File: config.mk
export PLATFORM = sky130hd
export DESIGN_NAME = rational_arith_unit
export DESIGN_NICKNAME = d
export VERILOG_FILES = /design/src/sv/rau_pkg.sv /design/src/sv/rational_arith_unit.sv /design/src/sv/rau_divider.sv
export SDC_FILE = /design/constraint.sdc
export NUM_CORES = 2
export LEC_CHECK = 0
export BUFFER_PORTS_ARGS = -buffer_cell sky130_fd_sc_hd__buf_2
export CORE_AREA = 2 2 286 288
export CTS_BUF_LIST = sky130_fd_sc_hd__clkbuf_4 sky130_fd_sc_hd__clkbuf_8
export CTS_CLUSTER_SIZE = 10
export DETAILED_ROUTE_END_ITERATION = 8
export DIE_AREA = 0 0 288 290
export PLACE_DENSITY = 0.8
export RECOVER_POWER = 100
export SLEW_MARGIN = 20
export SYNTH_ARGS = -nofsm -noshare
export SYNTH_HDL_FRONTEND = slang
export SYNTH_SLANG_ARGS = --single-unit
File: constraint.sdc
create_clock -name clk -period 31.3 [get_ports clk]
set_clock_uncertainty 0.05 [all_clocks]
set_input_delay 1.565 -clock clk [delete_from_list [all_inputs] [get_ports clk]]
set_output_delay 1.565 -clock clk [all_outputs]
set_load 0.01 [all_outputs]
File: src/sv/rau_pkg.sv
// ----------------------------------------------------------------------------
// rau_pkg
// Operation codes and the control group between the sequencer and divider.
// ----------------------------------------------------------------------------
package rau_pkg;

    localparam logic [2:0] OP_ADD  = 3'd0;
    localparam logic [2:0] OP_SUB  = 3'd1;
    localparam logic [2:0] OP_MUL  = 3'd2;
    localparam logic [2:0] OP_DIV  = 3'd3;
    localparam logic [2:0] OP_RED  = 3'd4;
    localparam logic [2:0] OP_ABS  = 3'd5;
    localparam logic [2:0] OP_CMP  = 3'd6;
    localparam logic [2:0] OP_NONE = 3'd7;

    typedef struct packed {
        logic start;
        logic busy;
        logic done;
    } rau_div_ctl_t;

endpackage

File: src/sv/rational_arith_unit.sv
// ----------------------------------------------------------------------------
// rational_arith_unit
// Fraction ALU reducing results by Euclid's gcd on one shared serial divider.
// ----------------------------------------------------------------------------
// Sequence from input accept to m_tvalid: abs and unused codes go from the multiply
// state straight to output, compare runs its multiply steps; arithmetic ops run
// their multiply steps, Euclid steps on the serial divider and a gcd check, then,
// unless the gcd is zero, divide numerator and denominator by the gcd before output.
// Throughput: one transaction at a time; s_tready is low until the result is taken.
// Reset: rst_n asynchronous, active low, returns the sequencer to idle.
module rational_arith_unit #(
    parameter int WORD_BITS = 32
) (
    input  logic         clk,
    input  logic         rst_n,
    input  logic         s_tvalid,
    output logic         s_tready,
    // operation[2:0], a_num[34:3], a_den[66:35], b_num[98:67], b_den[130:99]
    input  logic [135:0] s_tdata,
    output logic         m_tvalid,
    input  logic         m_tready,
    // res_num[31:0], res_den[63:32], greater[64], less[65], equal[66],
    // div_error[67]
    output logic [71:0]  m_tdata
);
    import rau_pkg::*;

    localparam int W = WORD_BITS;

    localparam logic [2:0] ST_IDLE = 3'd0;
    localparam logic [2:0] ST_MUL  = 3'd1;
    localparam logic [2:0] ST_GCD  = 3'd2;
    localparam logic [2:0] ST_WAIT = 3'd3;
    localparam logic [2:0] ST_QN   = 3'd4;
    localparam logic [2:0] ST_QD   = 3'd5;
    localparam logic [2:0] ST_OUT  = 3'd6;

    logic [2:0]   state_reg;
    logic [1:0]   step_reg;
    logic         waitq_reg;
    logic [2:0]   op_reg;
    logic [W-1:0] an_reg, ad_reg, bn_reg, bd_reg;
    logic [W-1:0] p_reg;
    logic [W-1:0] x_reg, y_reg, n_reg, d_reg;
    logic [W-1:0] mul_a, mul_b, mul_p;
    logic         dstart;
    logic [W-1:0] ddvd, ddvs, dquo, drem;
    rau_div_ctl_t dctl;
    logic [31:0]  rn_reg, rd_reg;
    logic         gt_reg, lt_reg, eq_reg, err_reg;
    logic         ov_reg;

    function automatic logic [W-1:0] in_w(input logic [31:0] v);
        logic [63:0] e;
        e = {{32{v[31]}}, v};
        return e[W-1:0];
    endfunction

    function automatic logic [31:0] out_w(input logic [W-1:0] v);
        logic [63:0] e;
        e = {{(64-W){v[W-1]}}, v};
        return e[31:0];
    endfunction

    function automatic logic [W-1:0] abs_w(input logic [W-1:0] v);
        if (!v[W-1])
            return v;
        if (v == {1'b1, {(W-1){1'b0}}})
            return {1'b0, {(W-1){1'b1}}};
        return ~v + 1'b1;
    endfunction

    always_comb
    begin
        mul_a = an_reg;
        mul_b = bd_reg;
        case (step_reg)
            2'd0:    begin mul_a = (op_reg == OP_MUL) ? an_reg : an_reg;
                           mul_b = (op_reg == OP_MUL) ? bn_reg : bd_reg; end
            2'd1:    begin mul_a = ad_reg;
                           mul_b = (op_reg == OP_MUL) ? bd_reg : bn_reg; end
            2'd2:    begin mul_a = ad_reg; mul_b = bd_reg; end
            default: begin mul_a = ad_reg; mul_b = bd_reg; end
        endcase
    end
    assign mul_p = mul_a * mul_b;

    always_comb
    begin
        dstart = 1'b0;
        ddvd   = x_reg;
        ddvs   = y_reg;
        if (state_reg == ST_GCD && !waitq_reg && y_reg != '0)
            dstart = 1'b1;
        else if (state_reg == ST_QN && !waitq_reg)
        begin
            dstart = 1'b1;
            ddvd   = n_reg;
        end
        else if (state_reg == ST_QD && !waitq_reg)
        begin
            dstart = 1'b1;
            ddvd   = d_reg;
        end
    end

    rau_divider #(.W(W)) u_div (
        .clk       (clk),
        .rst_n     (rst_n),
        .start     (dstart),
        .dividend  (ddvd),
        .divisor   (ddvs),
        .ctl       (dctl),
        .quotient  (dquo),
        .remainder (drem)
    );

    always_ff @(posedge clk or negedge rst_n)
    begin
        if (!rst_n)
        begin
            state_reg <= ST_IDLE;
            step_reg  <= '0;
            waitq_reg <= 1'b0;
            ov_reg    <= 1'b0;
        end
        else
        begin
            case (state_reg)
                ST_IDLE:
                begin
                    if (s_tvalid)
                    begin
                        step_reg  <= '0;
                        waitq_reg <= 1'b0;
                        state_reg <= ST_MUL;
                    end
                end
                ST_MUL:
                begin
                    step_reg <= step_reg + 1'b1;
                    if (op_reg == OP_ABS || op_reg == OP_NONE || op_reg == OP_RED)
                        state_reg <= (op_reg == OP_RED) ? ST_GCD : ST_OUT;
                    else if (step_reg == 2'd1 && op_reg == OP_CMP)
                        state_reg <= ST_OUT;
                    else if (step_reg == 2'd2 || (step_reg == 2'd1 &&
                             (op_reg == OP_MUL || op_reg == OP_DIV)))
                        state_reg <= ST_GCD;
                end
                ST_GCD:
                begin
                    if (waitq_reg)
                    begin
                        if (dctl.done)
                            waitq_reg <= 1'b0;
                    end
                    else if (y_reg == '0)
                        state_reg <= (x_reg == '0) ? ST_OUT : ST_QN;
                    else
                        waitq_reg <= 1'b1;
                end
                ST_QN, ST_QD:
                begin
                    if (waitq_reg)
                    begin
                        if (dctl.done)
                        begin
                            waitq_reg <= 1'b0;
                            state_reg <= (state_reg == ST_QN) ? ST_QD : ST_OUT;
                        end
                    end
                    else
                        waitq_reg <= 1'b1;
                end
                ST_OUT:
                begin
                    ov_reg    <= 1'b1;
                    state_reg <= ST_WAIT;
                end
                ST_WAIT:
                begin
                    if (m_tready)
                    begin
                        ov_reg    <= 1'b0;
                        state_reg <= ST_IDLE;
                    end
                end
                default: state_reg <= ST_IDLE;
            endcase
        end
    end

    always_ff @(posedge clk)
    begin
        case (state_reg)
            ST_IDLE:
            begin
                op_reg  <= s_tdata[2:0];
                an_reg  <= in_w(s_tdata[34:3]);
                ad_reg  <= in_w(s_tdata[66:35]);
                bn_reg  <= in_w(s_tdata[98:67]);
                bd_reg  <= in_w(s_tdata[130:99]);
                rn_reg  <= '0;
                rd_reg  <= '0;
                gt_reg  <= 1'b0;
                lt_reg  <= 1'b0;
                eq_reg  <= 1'b0;
                err_reg <= 1'b0;
            end
            ST_MUL:
            begin
                case (op_reg)
                    OP_ADD, OP_SUB:
                    begin
                        if (step_reg == 2'd0)
                            p_reg <= mul_p;
                        else if (step_reg == 2'd1)
                        begin
                            x_reg <= (op_reg == OP_ADD) ? p_reg + mul_p : p_reg - mul_p;
                            n_reg <= (op_reg == OP_ADD) ? p_reg + mul_p : p_reg - mul_p;
                        end
                        else
                        begin
                            y_reg <= mul_p;
                            d_reg <= mul_p;
                        end
                    end
                    OP_MUL, OP_DIV:
                    begin
                        if (step_reg == 2'd0)
                        begin
                            x_reg <= mul_p;
                            n_reg <= mul_p;
                        end
                        else
                        begin
                            y_reg <= mul_p;
                            d_reg <= mul_p;
                        end
                    end
                    OP_RED:
                    begin
                        x_reg <= an_reg;
                        n_reg <= an_reg;
                        y_reg <= ad_reg;
                        d_reg <= ad_reg;
                    end
                    OP_ABS:
                    begin
                        rn_reg <= out_w(abs_w(an_reg));
                        rd_reg <= out_w(abs_w(ad_reg));
                    end
                    OP_CMP:
                    begin
                        if (step_reg == 2'd0)
                            p_reg <= mul_p;
                        else
                        begin
                            gt_reg <= $signed(p_reg) > $signed(mul_p);
                            lt_reg <= $signed(p_reg) < $signed(mul_p);
                            eq_reg <= p_reg == mul_p;
                        end
                    end
                    default: ;
                endcase
            end
            ST_GCD:
            begin
                if (waitq_reg && dctl.done)
                begin
                    x_reg <= y_reg;
                    y_reg <= drem;
                end
                else if (!waitq_reg && y_reg == '0)
                begin
                    y_reg   <= x_reg;
                    err_reg <= (x_reg == '0);
                end
            end
            ST_QN:
                if (waitq_reg && dctl.done)
                    rn_reg <= out_w(dquo);
            ST_QD:
                if (waitq_reg && dctl.done)
                    rd_reg <= out_w(dquo);
            default: ;
        endcase
    end

    assign s_tready = (state_reg == ST_IDLE);
    assign m_tvalid = ov_reg;
    assign m_tdata  = {4'b0, err_reg, eq_reg, lt_reg, gt_reg, rd_reg, rn_reg};

`ifndef SYNTHESIS
    a_ready_idle: assert property (@(posedge clk) disable iff (!rst_n)
        m_tvalid |-> !s_tready)
        else $error("input ready while result pending");
    a_err_zero: assert property (@(posedge clk) disable iff (!rst_n)
        (m_tvalid && err_reg) |-> (rn_reg == '0 && rd_reg == '0))
        else $error("error result not zero");
    a_cmp_onehot: assert property (@(posedge clk) disable iff (!rst_n)
        (m_tvalid && op_reg == OP_CMP) |-> $onehot({gt_reg, lt_reg, eq_reg}))
        else $error("compare flags not one-hot");
`endif

endmodule

File: src/sv/rau_divider.sv
// ----------------------------------------------------------------------------
// rau_divider
// Serial signed divider, one quotient bit per cycle, truncating like C.
// ----------------------------------------------------------------------------
module rau_divider #(
    parameter int W = 32
) (
    input  logic                 clk,
    input  logic                 rst_n,
    input  logic                 start,
    input  logic [W-1:0]         dividend,
    input  logic [W-1:0]         divisor,
    output rau_pkg::rau_div_ctl_t ctl,
    output logic [W-1:0]         quotient,
    output logic [W-1:0]         remainder
);
    import rau_pkg::*;

    localparam int CW = $clog2(W + 1);

    logic [W-1:0]  rem_reg;
    logic [W-1:0]  quo_reg;
    logic [W-1:0]  den_reg;
    logic [CW-1:0] cnt_reg;
    logic          busy_reg;
    logic          done_reg;
    logic          qneg_reg;
    logic          rneg_reg;
    logic [W:0]    trial;
    logic [W-1:0]  shifted;

    assign shifted = {rem_reg[W-2:0], quo_reg[W-1]};
    assign trial   = {1'b0, shifted} - {1'b0, den_reg};

    always_ff @(posedge clk or negedge rst_n)
    begin
        if (!rst_n)
        begin
            busy_reg <= 1'b0;
            done_reg <= 1'b0;
            cnt_reg  <= '0;
        end
        else
        begin
            done_reg <= 1'b0;
            if (start)
            begin
                busy_reg <= 1'b1;
                cnt_reg  <= CW'(W);
            end
            else if (busy_reg)
            begin
                cnt_reg <= cnt_reg - 1'b1;
                if (cnt_reg == CW'(1))
                begin
                    busy_reg <= 1'b0;
                    done_reg <= 1'b1;
                end
            end
        end
    end

    always_ff @(posedge clk)
    begin
        if (start)
        begin
            rem_reg  <= '0;
            quo_reg  <= dividend[W-1] ? (~dividend + 1'b1) : dividend;
            den_reg  <= divisor[W-1] ? (~divisor + 1'b1) : divisor;
            qneg_reg <= dividend[W-1] ^ divisor[W-1];
            rneg_reg <= dividend[W-1];
        end
        else if (busy_reg)
        begin
            if (!trial[W])
            begin
                rem_reg <= trial[W-1:0];
                quo_reg <= {quo_reg[W-2:0], 1'b1};
            end
            else
            begin
                rem_reg <= shifted;
                quo_reg <= {quo_reg[W-2:0], 1'b0};
            end
        end
    end

    assign quotient  = qneg_reg ? (~quo_reg + 1'b1) : quo_reg;
    assign remainder = rneg_reg ? (~rem_reg + 1'b1) : rem_reg;
    assign ctl.start = start;
    assign ctl.busy  = busy_reg;
    assign ctl.done  = done_reg;

`ifndef SYNTHESIS
    a_done_after_busy: assert property (@(posedge clk) disable iff (!rst_n)
        done_reg |-> $past(busy_reg))
        else $error("done without busy");
    a_no_start_busy: assert property (@(posedge clk) disable iff (!rst_n)
        busy_reg |-> !start)
        else $error("start while busy");
    a_done_pulse: assert property (@(posedge clk) disable iff (!rst_n)
        done_reg |=> !done_reg)
        else $error("done longer than one cycle");
`endif

endmodule

# ---- Word-level counts from Yosys, hierarchy flattened
# Index checks and enable logic that the tools add are counted.
dict set report totals {
  elab_cells 243
  in_bits 140
  ff_bits 472
}
dict set report op_classes {
  add_sub_neg 11
  n_mux 102
  multipliers 1
  n_bitwise 7
  reduce_logical 45
  n_eq_ne 46
  order_cmp 2
}
# operator n
set ops {}
lappend ops {{two-way mux 32 bit} 33}
lappend ops {{one-hot mux 32 bit (3 select lines)} 4}
lappend ops {{adder 32 x 1 -> 32 bit, second input constant} 6}
lappend ops {{inverter 32 bit} 6}
lappend ops {{one-hot mux 32 bit (2 select lines)} 3}
lappend ops {{equality test 32 bit, second input constant} 2}
lappend ops {{zero test 32 bit} 2}
lappend ops {{two-way mux 1 bit} 38}
lappend ops {{subtractor 32 x 32 -> 33 bit} 1}
lappend ops {{adder 32 bit} 1}
lappend ops {{equality test 32 bit} 1}
lappend ops {{greater-than comparator 32 bit} 1}
lappend ops {{less-than comparator 32 bit} 1}
lappend ops {{multiplier 32 x 32 -> 32 bit} 1}
lappend ops {{nonzero test 32 bit} 1}
lappend ops {{subtractor 32 bit} 1}
lappend ops {{two-way mux 31 bit} 1}
lappend ops {{two-way mux 3 bit} 10}
lappend ops {{inequality test 2 bit, second input constant} 13}
lappend ops {{equality test 3 bit, second input constant} 7}
lappend ops {{one-hot mux 3 bit (6 select lines)} 1}
lappend ops {{inequality test 3 bit, second input constant} 5}
lappend ops {{AND reduction 3 bit} 5}
lappend ops {{equality test 3 x 2 -> 1 bit, second input constant} 4}
lappend ops {{29 further kinds} 66}

# ---- Depth between registers and ports, before layout
dict set report logic_depth {
  word_depth 10
  mapped_depth 48
  depth_no_buf 43
}

# ---- Hierarchy
# From an unflattened synthesis, not the netlist that was laid out.
dict set report unflattened {
  cells_unflattened 4775
  hier_area_um2 44622.8
}
# mod instances area_each_um2 cells_each
set by_module_without_submodules {}
lappend by_module_without_submodules {rational_arith_unit 1 36234.8 3801}
lappend by_module_without_submodules {rau_divider 1 8388.0 974}

# ---- Worst setup path after synthesis
# No wires, ideal clock.
dict set report synth_timing {
  kind {reg-to-output}
  startpoint {reg state_reg[1]}
  endpoint {out s_tready}
  t_arrival_ps 9977
  n_path_buf 2
  setup_slack_ps 19708
  stages_incl_launch_ff 4
  path_cell_list {dfrtp_1 clkbuf_1 clkbuf_1 nor3_1}
}
dict set report synth_via {
  elab_chain_cells 1
}
# element line_no
set synth_lines {}
lappend synth_lines {{start, declared} rational_arith_unit.sv:38} ;# logic [2:0] state_reg;
lappend synth_lines {{start signal, assigned} rational_arith_unit.sv:143} ;# state_reg <= (op_reg == OP_RED) ? ST_GCD : ST_OUT;
lappend synth_lines {{start signal, assigned} rational_arith_unit.sv:158} ;# state_reg <= (x_reg == '0) ? ST_OUT : ST_QN;
lappend synth_lines {{start signal, assigned} rational_arith_unit.sv:169} ;# state_reg <= (state_reg == ST_QN) ? ST_QD : ST_OUT;
lappend synth_lines {{zero test 3 bit} rational_arith_unit.sv:290} ;# assign s_tready = (state_reg == ST_IDLE);
lappend synth_lines {{end, declared} rational_arith_unit.sv:17} ;# output logic s_tready,
# No other way between the ends.

# ---- Worst setup path in the final report
dict set report layout_timing {
  startpoint {reg step_reg[0]}
  endpoint {reg x_reg[31] (data pin)}
}
dict set report layout_via {
  elab_chain_cells 9
}
# element line_no
set layout_lines {}
lappend layout_lines {{start, declared} rational_arith_unit.sv:39} ;# logic [1:0] step_reg;
lappend layout_lines {{start signal, assigned} rational_arith_unit.sv:141} ;# step_reg <= step_reg + 1'b1;
lappend layout_lines {{equality test 2 x 1 -> 1 bit / zero test 2 bit (equally long branches)} rational_arith_unit.sv:77} ;# case (step_reg)
lappend layout_lines {{one-hot mux 32 bit (2 select lines) / two-way mux 32 bit (equally long branches)} rational_arith_unit.sv:77}
lappend layout_lines {{multiplier 32 x 32 -> 32 bit *} rational_arith_unit.sv:86} ;# assign mul_p = mul_a * mul_b;
lappend layout_lines {{net mul_p[22]} rational_arith_unit.sv:45} ;# logic [W-1:0] mul_a, mul_b, mul_p;
lappend layout_lines {{subtractor 32 bit / adder 32 bit (equally long branches)} rational_arith_unit.sv:219} ;# x_reg <= (op_reg == OP_ADD) ? p_reg + mul_p : p_reg - mul_p;
lappend layout_lines {{two-way mux 32 bit *} rational_arith_unit.sv:219}
lappend layout_lines {{two-way mux 32 bit *} rational_arith_unit.sv:217} ;# else if (step_reg == 2'd1)
lappend layout_lines {{two-way mux 32 bit *} rational_arith_unit.sv:215} ;# if (step_reg == 2'd0)
lappend layout_lines {{one-hot mux 32 bit (3 select lines) *} rational_arith_unit.sv:212} ;# case (op_reg)
lappend layout_lines {{one-hot mux 32 bit (2 select lines) *} rational_arith_unit.sv:195} ;# case (state_reg)
lappend layout_lines {{end signal, assigned} rational_arith_unit.sv:219}
lappend layout_lines {{end signal, assigned} rational_arith_unit.sv:232} ;# x_reg <= mul_p;
lappend layout_lines {{end signal, assigned} rational_arith_unit.sv:243} ;# x_reg <= an_reg;
lappend layout_lines {{end, declared} rational_arith_unit.sv:44} ;# logic [W-1:0] x_reg, y_reg, n_reg, d_reg;
# The timed path passes the listed nets; every way through them passes the cells marked *. The select of a mux whose other input is x is not followed.
# A chain may end at the register's enable or synchronous reset.

==> impl_metrics.tcl <==
set metrics [dict create \
    viasPerCell 6.12 \
    routedWlPerCell_um 24.5 \
    clock-root-buffer "clkbuf_8" \
    cts_tree "built" \
    cp-end-kind "register" \
    ys_async_sr_fraction_pct 3.18 \
    fp-row-count 104 \
    failed_checks "capacitance limit, slew limit" \
    synthFlopType "edfxtp_1" \
    ys_types 92 \
    critPathMaxStageDelay_ps 1450 \
    final-max-slew-violation-count 763 \
    grt_pass1_vias 35800 \
    yosysTopAreaCell "edfxtp_1" \
    timing_hold_violations_final 0 \
    antenna_found_initial 7 \
    drt_iter0_drc 4272 \
    postPlaceCellArea_mm2 0.0460 \
    cp-start-kind "register" \
    cts_setup_buffers 0 \
    synth_edf_count 425 \
    yosysSeqAreaShare_pct 31.5 \
    cp_data_required_time_ps 31730 \
    die_w_um 288 \
    htreeDepth 3 \
    yosysWarningCount 0 \
    clkLatencyLatePin_ps 740 \
    hold_path_class "register to register" \
    ctsHoldBuffers 0 \
    criticalPathCategory "register to register" \
    drv_cap 19 \
    grt_overflow 0 \
    synthTopCellsByArea "edfxtp_1 (29%), fa_1 (19%), ha_1 (6.4%)" \
    track_usage_pct 34.5 \
    fillers 6830 \
    critPathBufInv 6 \
    cts.sinks 472 \
    setup_viol 0 \
    syn_area_mm2 0.0438 \
    max_slew_margin_pct -173 \
    coreArea_mm2 0.0802 \
    drt_pass1_iterations 6 \
    design_area_mm2 0.0475 \
    place_hpwl_um 110000 \
    slowest_stage "clkbuf_1" \
    rsz0062_at_grt "false" \
    critical_path_peak_fanout 35 \
    status "complete, but fails checks" \
    grt_max_degree 85 \
    io-pin-count 214 \
    initial_core_util_pct 54.6 \
    die-height_um 290 \
    cpLargestDelayFamily "buffers and inverters" \
    drtAntennaViolNets 0 \
    finalWirelength_um 145000 \
    fmax_mhz 65.3 \
    cp_common_cell "ha_1" \
    crit_arrival_ps 15740 \
    grt_pass1_wl_um 216000 \
    worst_pin_slew_ps 4090 \
    gp_congestion 1.02 \
    synth_top_area_share_pct 29.1 \
    area_growth_pct 8.49 \
    fp.dieArea_mm2 0.0835 \
    vias 36200 \
    port_buffers 204 \
    final_nets 5561 \
    finalCriticalPeriod_ps 15310 \
    post-route-period-util_pct 48.9 \
    ys_ff_latch 472 \
    syn_inst 4623 \
    cts_resized 0 \
    numCtsBuffers 82 \
    path_clk_slew_ps 60 \
    setup-tns-final_ps 0 \
    drc 0 \
    cts_buffer_depth 3 \
    syn_avg_cell_area_um2 9.47 \
    drive_above_1_share_pct 8.58 \
]
metal layers:
layer  share of wire, %  GRT usage, %  vias to the layer above
met2                 44          52.3                     2304
met3                 12          9.44                      515
met1                 36          44.0                    17300
met5              0.025             0                        -
li1                   -             -                    16100
met4                7.3          21.0                        6
through the flow:
step | setup slack [ps] | std cells | util [%] | hold WS [ps]
2_1_floorplan | 19710 | 4626 | - | 419
3_3_place_gp | 19210 | 5760 | 57.4 | 450
3_5_place_dp | 19110 | 5760 | 57.4 | 453
4_1_cts | 19050 | 5908 | 59.6 | 477
5_1_grt | 15480 | 5912 | 59.3 | 511
6_report | 15990 | 5917 | 59.3 | 486
cell usage after synthesis (27+ instances only):
library cell / count
o31ai_1: 54
o21a_1: 27
a22oi_1: 69
nor2_1: 507
dfxtp_1: 32
a21o_1: 36
nand3_1: 33
nor3_1: 42
o21ai_0: 379
xnor2_1: 206
edfxtp_1: 425
nand2b_1: 34
xor2_1: 98
mux2_2: 44
nand2_1: 512
or3_1: 50
inv_1: 523
nor4_1: 31
fa_1: 411
a22o_1: 33
mux2i_1: 47
ha_1: 223
clkbuf_1: 183
a21oi_1: 187
final timing paths:
kind	slack, ps	to	from	cells after the start
max	15990	x_reg[31]$_DFFE_PP_	step_reg[0]$_DFFE_PN0P_	38
min	490	step_reg[0]$_DFFE_PN0P_	step_reg[0]$_DFFE_PN0P_	1
max reg2reg	15990	x_reg[31]$_DFFE_PP_	step_reg[0]$_DFFE_PN0P_	38
min reg2reg	490	step_reg[0]$_DFFE_PN0P_	step_reg[0]$_DFFE_PN0P_	1
max in group asynchronous	29680	u_div.busy_reg$_DFF_PN0_	rst_n	1
min in group asynchronous	870	waitq_reg$_DFFE_PN0P_	rst_n	1
logic make-up after synthesis:
logic type               Yosys count  share of synthesized area (%)
AO/OA/AOI/OAI                   1003                           14.4
multiplexers                      94                           2.32
XOR/XNOR                         310                           6.37
adder cells (fa/ha/maj)          634                           25.2
other                              1                        0.00856
buffers and inverters            760                           6.79
AND/OR/NAND/NOR                 1349                           13.5
flip-flops                       472                           31.5
placed cells by master, fill, tap and decap left out, types with 16 or more instances in the layout:
cell type,synthesis,routed
inv_1,523,524
nand2_1,512,510
nor2_1,507,505
edfxtp_1,425,425
fa_1,411,411
o21ai_0,379,383
ha_1,223,223
xnor2_1,206,207
a21oi_1,187,185
buf_2,9,120
clkbuf_1,183,110
xor2_1,98,98
clkbuf_8,0,86
buf_4,17,80
a22oi_1,69,69
o31ai_1,54,54
or3_1,50,53
mux2i_1,47,42
mux2_2,44,41
nor3_1,42,41
a21o_1,36,36
nand2b_1,34,34
a22o_1,33,33
nand3_1,33,33
dfxtp_1,32,32
nor4_1,31,31
o21a_1,27,27
nor2b_1,24,24
a211oi_1,24,24
a31oi_1,22,22
o21bai_1,20,20
clkinv_1,1,20
clkbuf_4,0,20
and2_1,24,18
o211ai_1,18,18
or4_1,15,17
o41ai_1,16,16
cell type report:
class	instances	area, um2	area share (%)
Multi-Input combinational cell	3394	27100	57.0
Sequential cell	472	13800	29.0
Inverter	526	1970	4.15
Timing Repair Buffer	311	1630	3.42
Clock buffer	106	1330	2.81
Tap cell	1060	1330	2.79
Clock inverter	42	378	0.795
Antenna cell	6	15.0	0.0316
Power is not shown: default switching activity piles up to over one toggle a cycle in this logic, so the estimate is an artifact.
